==> src/sv/vast_pkg.sv <==
// Shared types, constants and helpers for the valve actuator self-test block.
package vast_pkg;

  localparam int TIMER_BITS = 16;
  localparam int TALLY_BITS = 8;
  localparam int CFG_DATA_BITS = 16;
  localparam int CFG_IDX_BITS = 3;

  localparam logic [32:0] TIMER_MAX_W = (33'd1 << TIMER_BITS) - 33'd1;

  typedef logic [TIMER_BITS-1:0] timer_t;
  typedef logic [TALLY_BITS-1:0] tally_t;

  typedef enum logic [2:0] {
    OP_TICK    = 3'd0,
    OP_OPEN    = 3'd1,
    OP_CLOSE   = 3'd2,
    OP_TEST    = 3'd3,
    OP_EDGE1   = 3'd4,
    OP_EDGE2   = 3'd5,
    OP_CONFIRM = 3'd6
  } op_t;

  typedef enum logic [CFG_IDX_BITS-1:0] {
    REG_ACT_DELAY_ONE = 3'd0,
    REG_ACT_DELAY_TWO = 3'd1,
    REG_DETECT_WINDOW = 3'd2,
    REG_OPEN_SETTLE   = 3'd3,
    REG_MIN_TURNS     = 3'd4,
    REG_RELAY_PULSE   = 3'd5
  } reg_idx_t;

  // Events seen by one channel for the word being processed
  typedef struct packed {
    logic tick;
    logic open_cmd;
    logic close_cmd;
    logic test_clear;
    logic test_start;
    logic edge_hit;
  } chan_ev_t;

  // Channel status back to the top level
  typedef struct packed {
    logic drive;
    logic busy;
    logic fail;
    logic judged;
    logic judged_fail;
  } chan_st_t;

  // Zero acts as one; values beyond the timer range saturate.
  function automatic timer_t load_val(input logic [CFG_DATA_BITS-1:0] v);
    logic [32:0] w;
    w = 33'(v);
    if (v == '0) return timer_t'(1);
    if (w > TIMER_MAX_W) return {TIMER_BITS{1'b1}};
    return w[TIMER_BITS-1:0];
  endfunction

endpackage

==> src/sv/valve_actuator_self_test_top.sv <==
// Top level of the two-channel valve actuator controller with rotation self-test.
// A word accepted into the input register is applied at the next advance, and its
// result shows on out_* from the state/result registers (two-register path).
// Throughput: one word per cycle; the input register and the state/result stage
// advance together whenever the result slot is empty or being taken.
// Reset (rst_n low, synchronous): registers take their reset values, both stages
// empty; no clearing pass, words are accepted from the first cycle after reset.
module valve_actuator_self_test_top (
  input  logic                                clk,
  input  logic                                rst_n,
  // input channel
  input  logic                                in_valid,
  output logic                                in_stall,
  input  logic [2:0]                          in_opcode,
  input  logic                                in_hall_one,
  input  logic                                in_hall_two,
  // result channel
  output logic                                out_valid,
  input  logic                                out_stall,
  output logic                                out_valve_one_drive,
  output logic                                out_valve_two_drive,
  output logic                                out_relay_on_coil,
  output logic                                out_relay_off_coil,
  output logic                                out_commanded_open,
  output logic                                out_open_confirmed,
  output logic                                out_fail_one,
  output logic                                out_fail_two,
  output logic                                out_alarm,
  output logic                                out_busy_one,
  output logic                                out_busy_two,
  // configuration write channel
  input  logic                                cfg_valid,
  output logic                                cfg_ready,
  input  logic [vast_pkg::CFG_IDX_BITS-1:0]   cfg_index,
  input  logic [vast_pkg::CFG_DATA_BITS-1:0]  cfg_data
);
  import vast_pkg::*;

  // Input register
  logic     in_v_r;
  op_t      op_r;
  logic     hall_one_r, hall_two_r;

  // Result slot: the state registers below hold the result word itself
  logic     out_v_r;
  logic     adv;

  // Configuration registers
  logic [CFG_DATA_BITS-1:0] act_delay_one_r, act_delay_two_r, detect_window_r;
  logic [CFG_DATA_BITS-1:0] open_settle_r, relay_pulse_r;
  logic [7:0]               min_turns_r;

  // Shared state
  logic   valve_cmd_r, valve_cmd_nxt;
  logic   confirmed_r, confirmed_nxt;
  logic   alarm_r, alarm_nxt;
  timer_t settle_r, settle_nxt, settle_dec;
  timer_t relay_on_r, relay_on_nxt;
  timer_t relay_off_r, relay_off_nxt;

  chan_ev_t ev_one, ev_two;
  chan_st_t st_one, st_two;
  logic     is_tick, is_test;

  // Advance when a word is held and the result slot frees up this cycle
  assign adv      = in_v_r && (!out_v_r || !out_stall);
  assign in_stall = in_v_r && !adv;

  always_ff @(posedge clk) begin
    if (!rst_n) begin
      in_v_r <= 1'b0;
    end else if (!in_stall) begin
      in_v_r <= in_valid;
    end
  end

  // Payload: hold while stalled
  always_ff @(posedge clk) begin
    if (!in_stall && in_valid) begin
      op_r       <= op_t'(in_opcode);
      hall_one_r <= in_hall_one;
      hall_two_r <= in_hall_two;
    end
  end

  always_ff @(posedge clk) begin
    if (!rst_n) begin
      out_v_r <= 1'b0;
    end else if (adv) begin
      out_v_r <= 1'b1;
    end else if (!out_stall) begin
      out_v_r <= 1'b0;
    end
  end

  // Configuration: always ready, a write lands at once; write only while idle
  assign cfg_ready = 1'b1;

  always_ff @(posedge clk) begin
    if (!rst_n) begin
      act_delay_one_r <= 16'd5100;
      act_delay_two_r <= 16'd5000;
      detect_window_r <= 16'd5000;
      open_settle_r   <= 16'd11000;
      min_turns_r     <= 8'd2;
      relay_pulse_r   <= 16'd200;
    end else if (cfg_valid && cfg_ready) begin
      case (reg_idx_t'(cfg_index))
        REG_ACT_DELAY_ONE: act_delay_one_r <= cfg_data;
        REG_ACT_DELAY_TWO: act_delay_two_r <= cfg_data;
        REG_DETECT_WINDOW: detect_window_r <= cfg_data;
        REG_OPEN_SETTLE:   open_settle_r   <= cfg_data;
        REG_MIN_TURNS:     min_turns_r     <= cfg_data[7:0];
        REG_RELAY_PULSE:   relay_pulse_r   <= cfg_data;
        default: ;
      endcase
    end
  end

  // Decode the held word into per-channel events
  assign is_tick = (op_r == OP_TICK);
  // self-test only counts while the valve is commanded open
  assign is_test = (op_r == OP_TEST) && valve_cmd_r;

  always_comb begin
    ev_one            = '0;
    ev_one.tick       = is_tick;
    ev_one.open_cmd   = (op_r == OP_OPEN);
    ev_one.close_cmd  = (op_r == OP_CLOSE);
    ev_one.test_clear = is_test;
    ev_one.test_start = is_test && hall_one_r;
    ev_one.edge_hit   = (op_r == OP_EDGE1);
    ev_two            = ev_one;
    ev_two.test_start = is_test && hall_two_r;
    ev_two.edge_hit   = (op_r == OP_EDGE2);
  end

  vast_chan u_chan_one (
    .clk           (clk),
    .rst_n         (rst_n),
    .en            (adv),
    .ev            (ev_one),
    .act_delay     (act_delay_one_r),
    .detect_window (detect_window_r),
    .min_turns     (min_turns_r),
    .st            (st_one)
  );

  vast_chan u_chan_two (
    .clk           (clk),
    .rst_n         (rst_n),
    .en            (adv),
    .ev            (ev_two),
    .act_delay     (act_delay_two_r),
    .detect_window (detect_window_r),
    .min_turns     (min_turns_r),
    .st            (st_two)
  );

  assign settle_dec = settle_r - timer_t'(1);

  always_comb begin
    valve_cmd_nxt = valve_cmd_r;
    confirmed_nxt = confirmed_r;
    settle_nxt    = settle_r;
    relay_on_nxt  = relay_on_r;
    relay_off_nxt = relay_off_r;
    alarm_nxt     = alarm_r;
    case (op_r)
      OP_TICK: begin
        // settle timer runs on even after close
        if (settle_r != '0) begin
          settle_nxt = settle_dec;
          if (settle_dec == '0) confirmed_nxt = 1'b1;
        end
        if (relay_on_r != '0) relay_on_nxt = relay_on_r - timer_t'(1);
        if (relay_off_r != '0) relay_off_nxt = relay_off_r - timer_t'(1);
        // channel two judged last, so its outcome wins on a shared tick
        if (st_two.judged) begin
          alarm_nxt = st_two.judged_fail;
        end else if (st_one.judged) begin
          alarm_nxt = st_one.judged_fail;
        end
      end
      OP_OPEN: begin
        valve_cmd_nxt = 1'b1;
        settle_nxt    = load_val(open_settle_r);
        relay_off_nxt = '0;
        relay_on_nxt  = load_val(relay_pulse_r);
      end
      OP_CLOSE: begin
        valve_cmd_nxt = 1'b0;
        confirmed_nxt = 1'b0;
        relay_on_nxt  = '0;
        relay_off_nxt = load_val(relay_pulse_r);
      end
      OP_CONFIRM: begin
        confirmed_nxt = 1'b1;
      end
      default: ;
    endcase
  end

  always_ff @(posedge clk) begin
    if (!rst_n) begin
      valve_cmd_r <= 1'b0;
      confirmed_r <= 1'b0;
      alarm_r     <= 1'b0;
      settle_r    <= '0;
      relay_on_r  <= '0;
      relay_off_r <= '0;
    end else if (adv) begin
      valve_cmd_r <= valve_cmd_nxt;
      confirmed_r <= confirmed_nxt;
      alarm_r     <= alarm_nxt;
      settle_r    <= settle_nxt;
      relay_on_r  <= relay_on_nxt;
      relay_off_r <= relay_off_nxt;
    end
  end

  // State moves only when a new result word is loaded, so it is the result word
  assign out_valid           = out_v_r;
  assign out_valve_one_drive = st_one.drive;
  assign out_valve_two_drive = st_two.drive;
  assign out_relay_on_coil   = (relay_on_r != '0);
  assign out_relay_off_coil  = (relay_off_r != '0);
  assign out_commanded_open  = valve_cmd_r;
  assign out_open_confirmed  = confirmed_r;
  assign out_fail_one        = st_one.fail;
  assign out_fail_two        = st_two.fail;
  assign out_alarm           = alarm_r;
  assign out_busy_one        = st_one.busy;
  assign out_busy_two        = st_two.busy;

endmodule

==> src/sv/vast_chan.sv <==
// One self-test channel: valve drive, wait and detect timer, edge tally, fail flag.
module vast_chan (
  input  logic                                clk,
  input  logic                                rst_n,
  input  logic                                en,
  input  vast_pkg::chan_ev_t                  ev,
  input  logic [vast_pkg::CFG_DATA_BITS-1:0]  act_delay,
  input  logic [vast_pkg::CFG_DATA_BITS-1:0]  detect_window,
  input  logic [7:0]                          min_turns,
  output vast_pkg::chan_st_t                  st
);
  import vast_pkg::*;

  typedef enum logic [1:0] {
    PH_IDLE   = 2'd0,
    PH_WAIT   = 2'd1,
    PH_DETECT = 2'd2
  } phase_t;

  phase_t phase_r, phase_nxt;
  timer_t timer_r, timer_nxt, t_dec;
  tally_t tally_r, tally_nxt;
  logic   drive_r, drive_nxt;
  logic   fail_r, fail_nxt;
  logic   judged, short_count;

  assign t_dec       = (timer_r != '0) ? timer_r - timer_t'(1) : '0;
  assign short_count = 16'(tally_r) < 16'(min_turns);

  always_comb begin
    phase_nxt = phase_r;
    timer_nxt = timer_r;
    tally_nxt = tally_r;
    drive_nxt = drive_r;
    fail_nxt  = fail_r;
    judged    = 1'b0;
    if (ev.tick) begin
      case (phase_r)
        PH_WAIT: begin
          timer_nxt = t_dec;
          if (t_dec == '0) begin
            drive_nxt = 1'b1;
            phase_nxt = PH_DETECT;
            timer_nxt = load_val(detect_window);
          end
        end
        PH_DETECT: begin
          timer_nxt = t_dec;
          if (t_dec == '0) begin
            phase_nxt = PH_IDLE;
            judged    = 1'b1;
            fail_nxt  = short_count;
          end
        end
        default: begin
          phase_nxt = PH_IDLE;
          timer_nxt = '0;
        end
      endcase
    end
    if (ev.open_cmd) drive_nxt = 1'b1;
    if (ev.close_cmd) drive_nxt = 1'b0;
    if (ev.test_clear) begin
      tally_nxt = '0;
      fail_nxt  = 1'b0;
    end
    if (ev.test_start) begin
      drive_nxt = 1'b0;
      phase_nxt = PH_WAIT;
      timer_nxt = load_val(act_delay);
    end
    // saturate at all ones
    if (ev.edge_hit && tally_r != {TALLY_BITS{1'b1}}) tally_nxt = tally_r + tally_t'(1);
  end

  always_ff @(posedge clk) begin
    if (!rst_n) begin
      phase_r <= PH_IDLE;
      timer_r <= '0;
      tally_r <= '0;
      drive_r <= 1'b0;
      fail_r  <= 1'b0;
    end else if (en) begin
      phase_r <= phase_nxt;
      timer_r <= timer_nxt;
      tally_r <= tally_nxt;
      drive_r <= drive_nxt;
      fail_r  <= fail_nxt;
    end
  end

  assign st.drive       = drive_r;
  assign st.busy        = (phase_r != PH_IDLE);
  assign st.fail        = fail_r;
  assign st.judged      = en & judged;
  assign st.judged_fail = short_count;

endmodule

==> config.mk <==
export PLATFORM = sky130hd
export DESIGN_NAME = valve_actuator_self_test_top
export DESIGN_NICKNAME = d
export VERILOG_FILES = /design/src/sv/vast_pkg.sv /design/src/sv/valve_actuator_self_test_top.sv /design/src/sv/vast_chan.sv
export SDC_FILE = /design/constraint.sdc
export NUM_CORES = 1
export LEC_CHECK = 0
export ABC_CLOCK_PERIOD_IN_PS = 7400
export BUFFER_PORTS_ARGS = -buffer_cell sky130_fd_sc_hd__buf_4
export CAP_MARGIN = 15
export CORE_MARGIN = 2
export CORE_UTILIZATION = 55
export CTS_CLUSTER_SIZE = 20
export DETAILED_ROUTE_END_ITERATION = 6
export PLACE_DENSITY = 0.81
export REMOVE_ABC_BUFFERS = 1
export SETUP_SLACK_MARGIN = 0.4
export SYNTH_ARGS = -nofsm -noshare
export SYNTH_HDL_FRONTEND = slang
export SYNTH_SLANG_ARGS = --single-unit
==> constraint.sdc <==
create_clock -name clk -period 7.4 [get_ports clk]
set_input_delay 0.37 -clock clk [delete_from_list [all_inputs] [get_ports clk]]
set_output_delay 0.37 -clock clk [all_outputs]
set_load 0.01 [all_outputs]
==> results of run 1 <==
-- routing by layer --
layer  up-vias  global-route usage  routed length (um)
met3       117             0.04969                3160
met1      5206              0.4076               13990
met2       580              0.4882               15090
met4         0              0.1199                1373
met5         -                   0                   0
li1       5319                   -                   -
-- synth_stat cells (all sizes together), types with 12 or more instances --
cell type,number
nand2,292
dfxtp,197
a21oi,124
nor2,120
o21ai,87
clkbuf,84
nand3,67
nor3,48
inv,44
nor4,38
o211ai,33
ha,30
a21boi,23
xor2,20
nand4,19
a22oi,16
or3,16
xnor2,15
buf,14
a31oi,12
a41oi,12
and3,12
-- through the flow --
| stage | setup WS [ns] | instance area [um2] | hold WS (ns) | total power (uW) |
|---|---|---|---|---|
| floorplan | 2.962 | 10770 | 0.4361 | 1418 |
| global placement | 4.082 | 11500 | 0.4421 | 1530 |
| detailed placement | 4.033 | 11520 | 0.4486 | 1535 |
| CTS | 4.026 | 12260 | 0.03604 | 2667 |
| global route | 3.748 | 12270 | 0.03380 | 2765 |
| finish | 3.980 | 12270 | 0.04173 | 2676 |
-- cell type report --
class                   instances  share of cell area
clock inverters                12             0.01122
multi-input cells            1149              0.5324
inverters                      44             0.01346
flip-flops and latches        202              0.3336
clock buffers                  28             0.04925
repair buffers                 53             0.03253
well taps                     270             0.02753
-- cell families after synthesis --
kind of cell | share of synthesized area
adder cells (fa/ha/maj) | 0.03360
XOR/XNOR | 0.02744
flip-flops | 0.3664
other | 0.0003357
AO/OA/AOI/OAI | 0.2326
AND/OR/NAND/NOR | 0.2844
multiplexers | 0.004816
buffers and inverters | 0.05040
-- power breakdown --
group          switching (uW)  internal (uW)
registers                40.4           1120
clock network             466            685
logic                     224            139
total                     730           1950
-- state kept, by name, indices dropped and copies added (netlist names), 2 cells and up --
name / cells
open_settle_r: 16
u_chan_two.tally_r: 8
u_chan_two.phase_r: 2
relay_off_r: 16
min_turns_r: 8
act_delay_two_r: 16
u_chan_one.timer_r: 16
settle_r: 16
detect_window_r: 16
u_chan_one.tally_r: 8
relay_pulse_r: 16
u_chan_two.timer_r: 16
relay_on_r: 16
op_r: 3
act_delay_one_r: 16
u_chan_one.phase_r: 2
-- worst max-delay path by stage --
| stage | slack [ns] | endpoint |
|---|---|---|
| 4_1_cts | 4.03 | u_chan_two.fail_r$_SDFFE_PN0P_ |
| 5_1_grt | 3.75 | u_chan_one.timer_r[4]$_SDFFE_PN0P_ |
| 3_5_place_dp | 4.03 | u_chan_one.timer_r[1]$_SDFFE_PN0P_ |
| 3_3_place_gp | 4.08 | u_chan_two.drive_r$_SDFFE_PN0P_ |
| 2_1_floorplan | 2.96 | u_chan_two.timer_r[0]$_SDFFE_PN0P_ |
| 6_report | 3.98 | u_chan_one.timer_r[1]$_SDFFE_PN0P_ |
-- placed cells by master, fill, tap and decap left out, types with 23 or more instances in the layout --
master       n
nand2_1    292
dfxtp_1    197
a21oi_1    124
nor2_1     120
o21ai_0     85
nand3_1     67
buf_4       51
nor3_1      48
inv_1       43
nor4_1      36
o211ai_1    33
ha_1        30
clkbuf_16   23
-- worst max-delay path: stages (launching register included) --
cell,delay [ns]
dfxtp_1,0.39
inv_1,0.14
ha_1,0.26
or3b_2,0.53
nor4b_1,0.24
o21ai_0,0.14
a211oi_1,0.40
a41o_1,0.54
nand4_1,0.39
o221ai_1,0.29
==> impl_metrics.csv, run 1 <==
group,metric,value,unit
grt,grt_pass1_vias,10230,
cells_and_area,diodes,0,
worst_setup_path,critPathLaunchType,"flop",
synthesis,async_reset_ff_frac,0,
cells_and_area,fin_util,0.6103,
sta,finalMaxSlewViolations,0,
placement,dp_hpwl,22750,um
clock_tree,clk_pin_slew,0.06,ns
flow_run,drv_cap,0,
min_path,min_path_cells,1,
route,drt-wirelength-per-cell,19.12,um
synthesis,yosys_warnings,0,
grt,grt_pass1_wl,53390,um
floorplan,die_x,146.5,um
clock_tree,cts_tree,"yes",
clock_tree,clk_path_buf_depth,3,
sta,finalHoldViolations,0,
sta,rsz0062_at_grt,"no",
clock_tree,htreeDepth,1,
placement,dp_cells,1716,
cells_and_area,multi_input_area,6533,um2
grt,overflow,0,
clock_tree,clk_latency,0.51,ns
grt,grt.total_usage,0.3029,
route,vias,11220,
worst_setup_path,critPathCaptureType,"flop",
sta,finalCritPeriodShare,0.4621,
worst_setup_path,crit_required,7.82,ns
floorplan,core-area,20100,um2
synthesis,syn_area,11170,um2
route,drt_iter0_markers,1244,
clock_tree,cts_resized,0,
placement,io_buffers,41,
worst_setup_path,r2r_end,"u_chan_one.timer_r[1]$_SDFFE_PN0P_",
worst_setup_path,arrival,3.84,ns
sta,finClkSkew,0.01324,ns
cells_and_area,fillers,1773,
worst_setup_path,rr_worst_depth,9,
min_path,hp-start,"in_hall_two",
sta,max_freq,292.4,MHz
synthesis,yosys-top-cells-area,"dfxtp_1 (35%), nand2_1 (9.8%), a21oi_1 (5.6%), nor2_1 (4.0%), o21ai_0 (3.9%)",
cells_and_area,final_cells,1758,
power_and_ir_drop,vdd_drop_max,144.7,uV
worst_setup_path,ff2ff_setup_slack,3.98,ns
worst_setup_path,path_class,"flop to flop",
synthesis,synth_top_area_share,0.3530,
run_status,outcome,"completed",
floorplan,io_pins,43,
synthesis,synth-edff-count,5,
synthesis,yosys.area.top_type,"dfxtp_1",
synthesis,synth-main-ff-cell,"dfxtp_1",
cells_and_area,layout.nets,1532,
route,postRouteAntennaNets,0,
sta,tightestPinTransition,1.098,ns
synthesis,seq_area_frac_synth,0.3664,
route,routed_via_density,6.383,
cells_and_area,seqCellArea,4094,um2
cells_and_area,area_delta_synth_final,9.833,%
floorplan,initial_core_util,0.5557,
clock_tree,cts_setup_buffers,0,
route,wl,33610,um
synthesis,synth_cell_types,78,
floorplan,die_h,146.5,um
worst_setup_path,crit_fanout,11,
synthesis,synth_cells,1493,
min_path,hold_path_class,"input pin to flop",
route,drcViolationCount,0,
sta,relSlewSlack,0.2654,
power_and_ir_drop,p_per_area,218.1,nW/um2
worst_setup_path,reg2reg_from,"u_chan_one.timer_r[0]$_SDFFE_PN0P_",
floorplan,die_area,21470,um2
power_and_ir_drop,leakagePower,0.004544,uW
sta,setup_violations,0,
grt,antenna_found_initial,0,
synthesis,ys_seq_elements,202,
floorplan,num_rows,52,
worst_setup_path,worstSetupStartpoint,"u_chan_one.timer_r[0]$_SDFFE_PN0P_",
clock_tree,cts.sinks,202,
clock_tree,cts_hold_buf,0,
cells_and_area,drive_gt1_frac,0.08065,
clock_tree,cts_buffers,23,
grt,grt_start_max_net_pins,73,
route,first_pass_iters,5,
clock_tree,root_buffer,"clkbuf_16",
synthesis,synth.avg_cell_area,7.483,um2
placement,place.gp.congestion,0.9402,
sta,period_needed,3.420,ns
sta,fin_setup_tns,0,ns
min_path,min_to,"hall_two_r$_DFFE_PP_",
Note: power is estimated with default switching activity, not from simulation.
==> run 2: changes to the inputs <==
- ABC_CLOCK_PERIOD_IN_PS: 7400 -> 2850
- PLACE_DENSITY: 0.81 -> 0.84
- clock period: 7.4 -> 2.85 ns (I/O delays scaled with it)
==> impl_metrics.csv, run 2 (synthesis gave the netlist of run 1 again) <==
group,metric,value,unit
sta,tightestPinTransition,0.9206,ns
grt,overflow,0,
worst_setup_path,worstSetupStartpoint,"u_chan_two.timer_r[9]$_SDFFE_PN0P_",
flow_run,drv_cap,0,
clock_tree,root_buffer,"clkbuf_16",
cells_and_area,fin_util,0.6926,
worst_setup_path,reg2reg_from,"u_chan_two.timer_r[9]$_SDFFE_PN0P_",
sta,setup_violations,0,
sta,finalMaxSlewViolations,0,
run_status,outcome,"completed",
grt,grt_pass1_wl,57100,um
placement,place_area,11910,um2
placement,place.gp.congestion,0.9651,
route,vias,12210,
cells_and_area,area_delta_synth_final,24.64,%
sta,period_needed,2.660,ns
clock_tree,cts.sinks,202,
worst_setup_path,rr_worst_depth,8,
power_and_ir_drop,power.total,7148,uW
worst_setup_path,path_class,"flop to flop",
worst_setup_path,crit_fanout,8,
route,first_pass_iters,6,
sta,finalCritPeriodShare,0.9333,
clock_tree,clk_pin_slew,0.06,ns
cells_and_area,fin_area,13920,um2
floorplan,num_rows,52,
worst_setup_path,arrival,3.08,ns
sta,finClkSkew,0.01714,ns
grt,grt.total_usage,0.3230,
floorplan,core-area,20100,um2
clock_tree,htreeDepth,1,
power_and_ir_drop,leakagePower,0.005198,uW
min_path,min_path_cells,2,
cells_and_area,layout.nets,1646,
floorplan,initial_core_util,0.5557,
route,drt_iter0_markers,1723,
cells_and_area,drive_gt1_frac,0.1996,
route,wl,37170,um
cells_and_area,final_common_cell,"nand2_1",
placement,io_buffers,41,
sta,relSlewSlack,0.3850,
worst_setup_path,r2r_end,"u_chan_two.fail_r$_SDFFE_PN0P_",
placement,dp_hpwl,24000,um
sta,finalHoldViolations,0,
floorplan,io_pins,43,
route,routed_via_density,6.518,
floorplan,die_x,146.5,um
route,drcViolationCount,0,
min_path,hold_path_class,"input pin to flop",
worst_setup_path,critPathLaunchType,"flop",
grt,antenna_found_initial,0,
power_and_ir_drop,p_per_area,513.4,nW/um2
worst_setup_path,crit_required,3.27,ns
power_and_ir_drop,vdd_drop_max,363.3,uV
sta,max_freq,376.0,MHz
clock_tree,clk_path_buf_depth,3,
worst_setup_path,endpoint,"u_chan_two.fail_r$_SDFFE_PN0P_",
route,drt-wirelength-per-cell,19.84,um
worst_setup_path,ff2ff_setup_slack,0.19,ns
floorplan,die_area,21470,um2
clock_tree,cts_buffers,22,
grt,grt_start_max_net_pins,51,
cells_and_area,layout_common_cells,"nand2_1 (289), dfxtp_1 (186), buf_4 (126), nor2_1 (116), a21oi_1 (112)",
sta,rsz0062_at_grt,"yes",
route,postRouteAntennaNets,0,
sta,hold_ws,0.07575,ns
floorplan,die_h,146.5,um
clock_tree,cts_tree,"yes",
worst_setup_path,critPathCaptureType,"flop",
clock_tree,clk_latency,0.53,ns
cells_and_area,diodes,0,
grt,grt_pass1_vias,11160,
run 2: metal layers:
layer  part of all wire  vias to the layer above  global-route usage
met5                  0                        -                   0
met4              0.058                        0              0.1646
met3               0.10                      196             0.05313
met2               0.45                      791              0.5215
met1               0.39                     5662              0.4190
li1                   -                     5560                   -
run 2: worst min path at each step:
stage                                  endpoint  slack (ns)          from
2_1_floorplan  act_delay_one_r[12]$_SDFFE_PN1P_        0.21         rst_n
3_3_place_gp                  op_r[2]$_DFFE_PP_        0.32  in_opcode[2]
3_5_place_dp                  op_r[1]$_DFFE_PP_        0.32  in_opcode[1]
4_1_cts        act_delay_two_r[12]$_SDFFE_PN1P_        0.06         rst_n
5_1_grt        detect_window_r[12]$_SDFFE_PN1P_        0.08         rst_n
6_report       detect_window_r[12]$_SDFFE_PN1P_        0.08         rst_n
run 2: cell type report:
cell class	instances	area (um2)
Fill cell	1495	6180
Multi-Input combinational cell	1150	7157
Timing Repair Buffer	167	1403
Tap cell	270	337.8
Clock inverter	7	62.56
Inverter	44	170.2
Clock buffer	33	681.9
Sequential cell	202	4113
run 2: power breakdown:
group | switching (uW) | internal (uW) | leakage (uW)
Clock | 1250 | 1670 | 0.000362
Combinational | 698 | 518 | 0.00318
Sequential | 98.6 | 2910 | 0.00165
Total | 2050 | 5100 | 0.00520
run 2: timing repair:
action	in CTS	in global routing
endpoints found under the setup margin	91	79
pin swaps	32	40
resized for setup	62	100
cloned	1	2
endpoints found under the hold margin	95	0
buffers inserted	26	16
hold buffers	23	0
run 2: per-stage QoR:
step                TNS [ns]  instances  setup slack, ns
detailed placement         0       1765          0.04759
global route               0       1873           0.1294
finish                     0       1873           0.1902
global placement           0       1765           0.1220
CTS                        0       1855           0.2707
floorplan             -28.70       1395           -1.588
run 2: critical path, cell delays in order (launching register included):
cell and delay, ns:
dfxtp_1 0.42, nor4_1 0.46, nand4_1 0.15, mux2_2 0.39, or4_4 0.55, o22ai_2 0.16
buf_6 0.16, a21oi_2 0.05, a31o_2 0.20
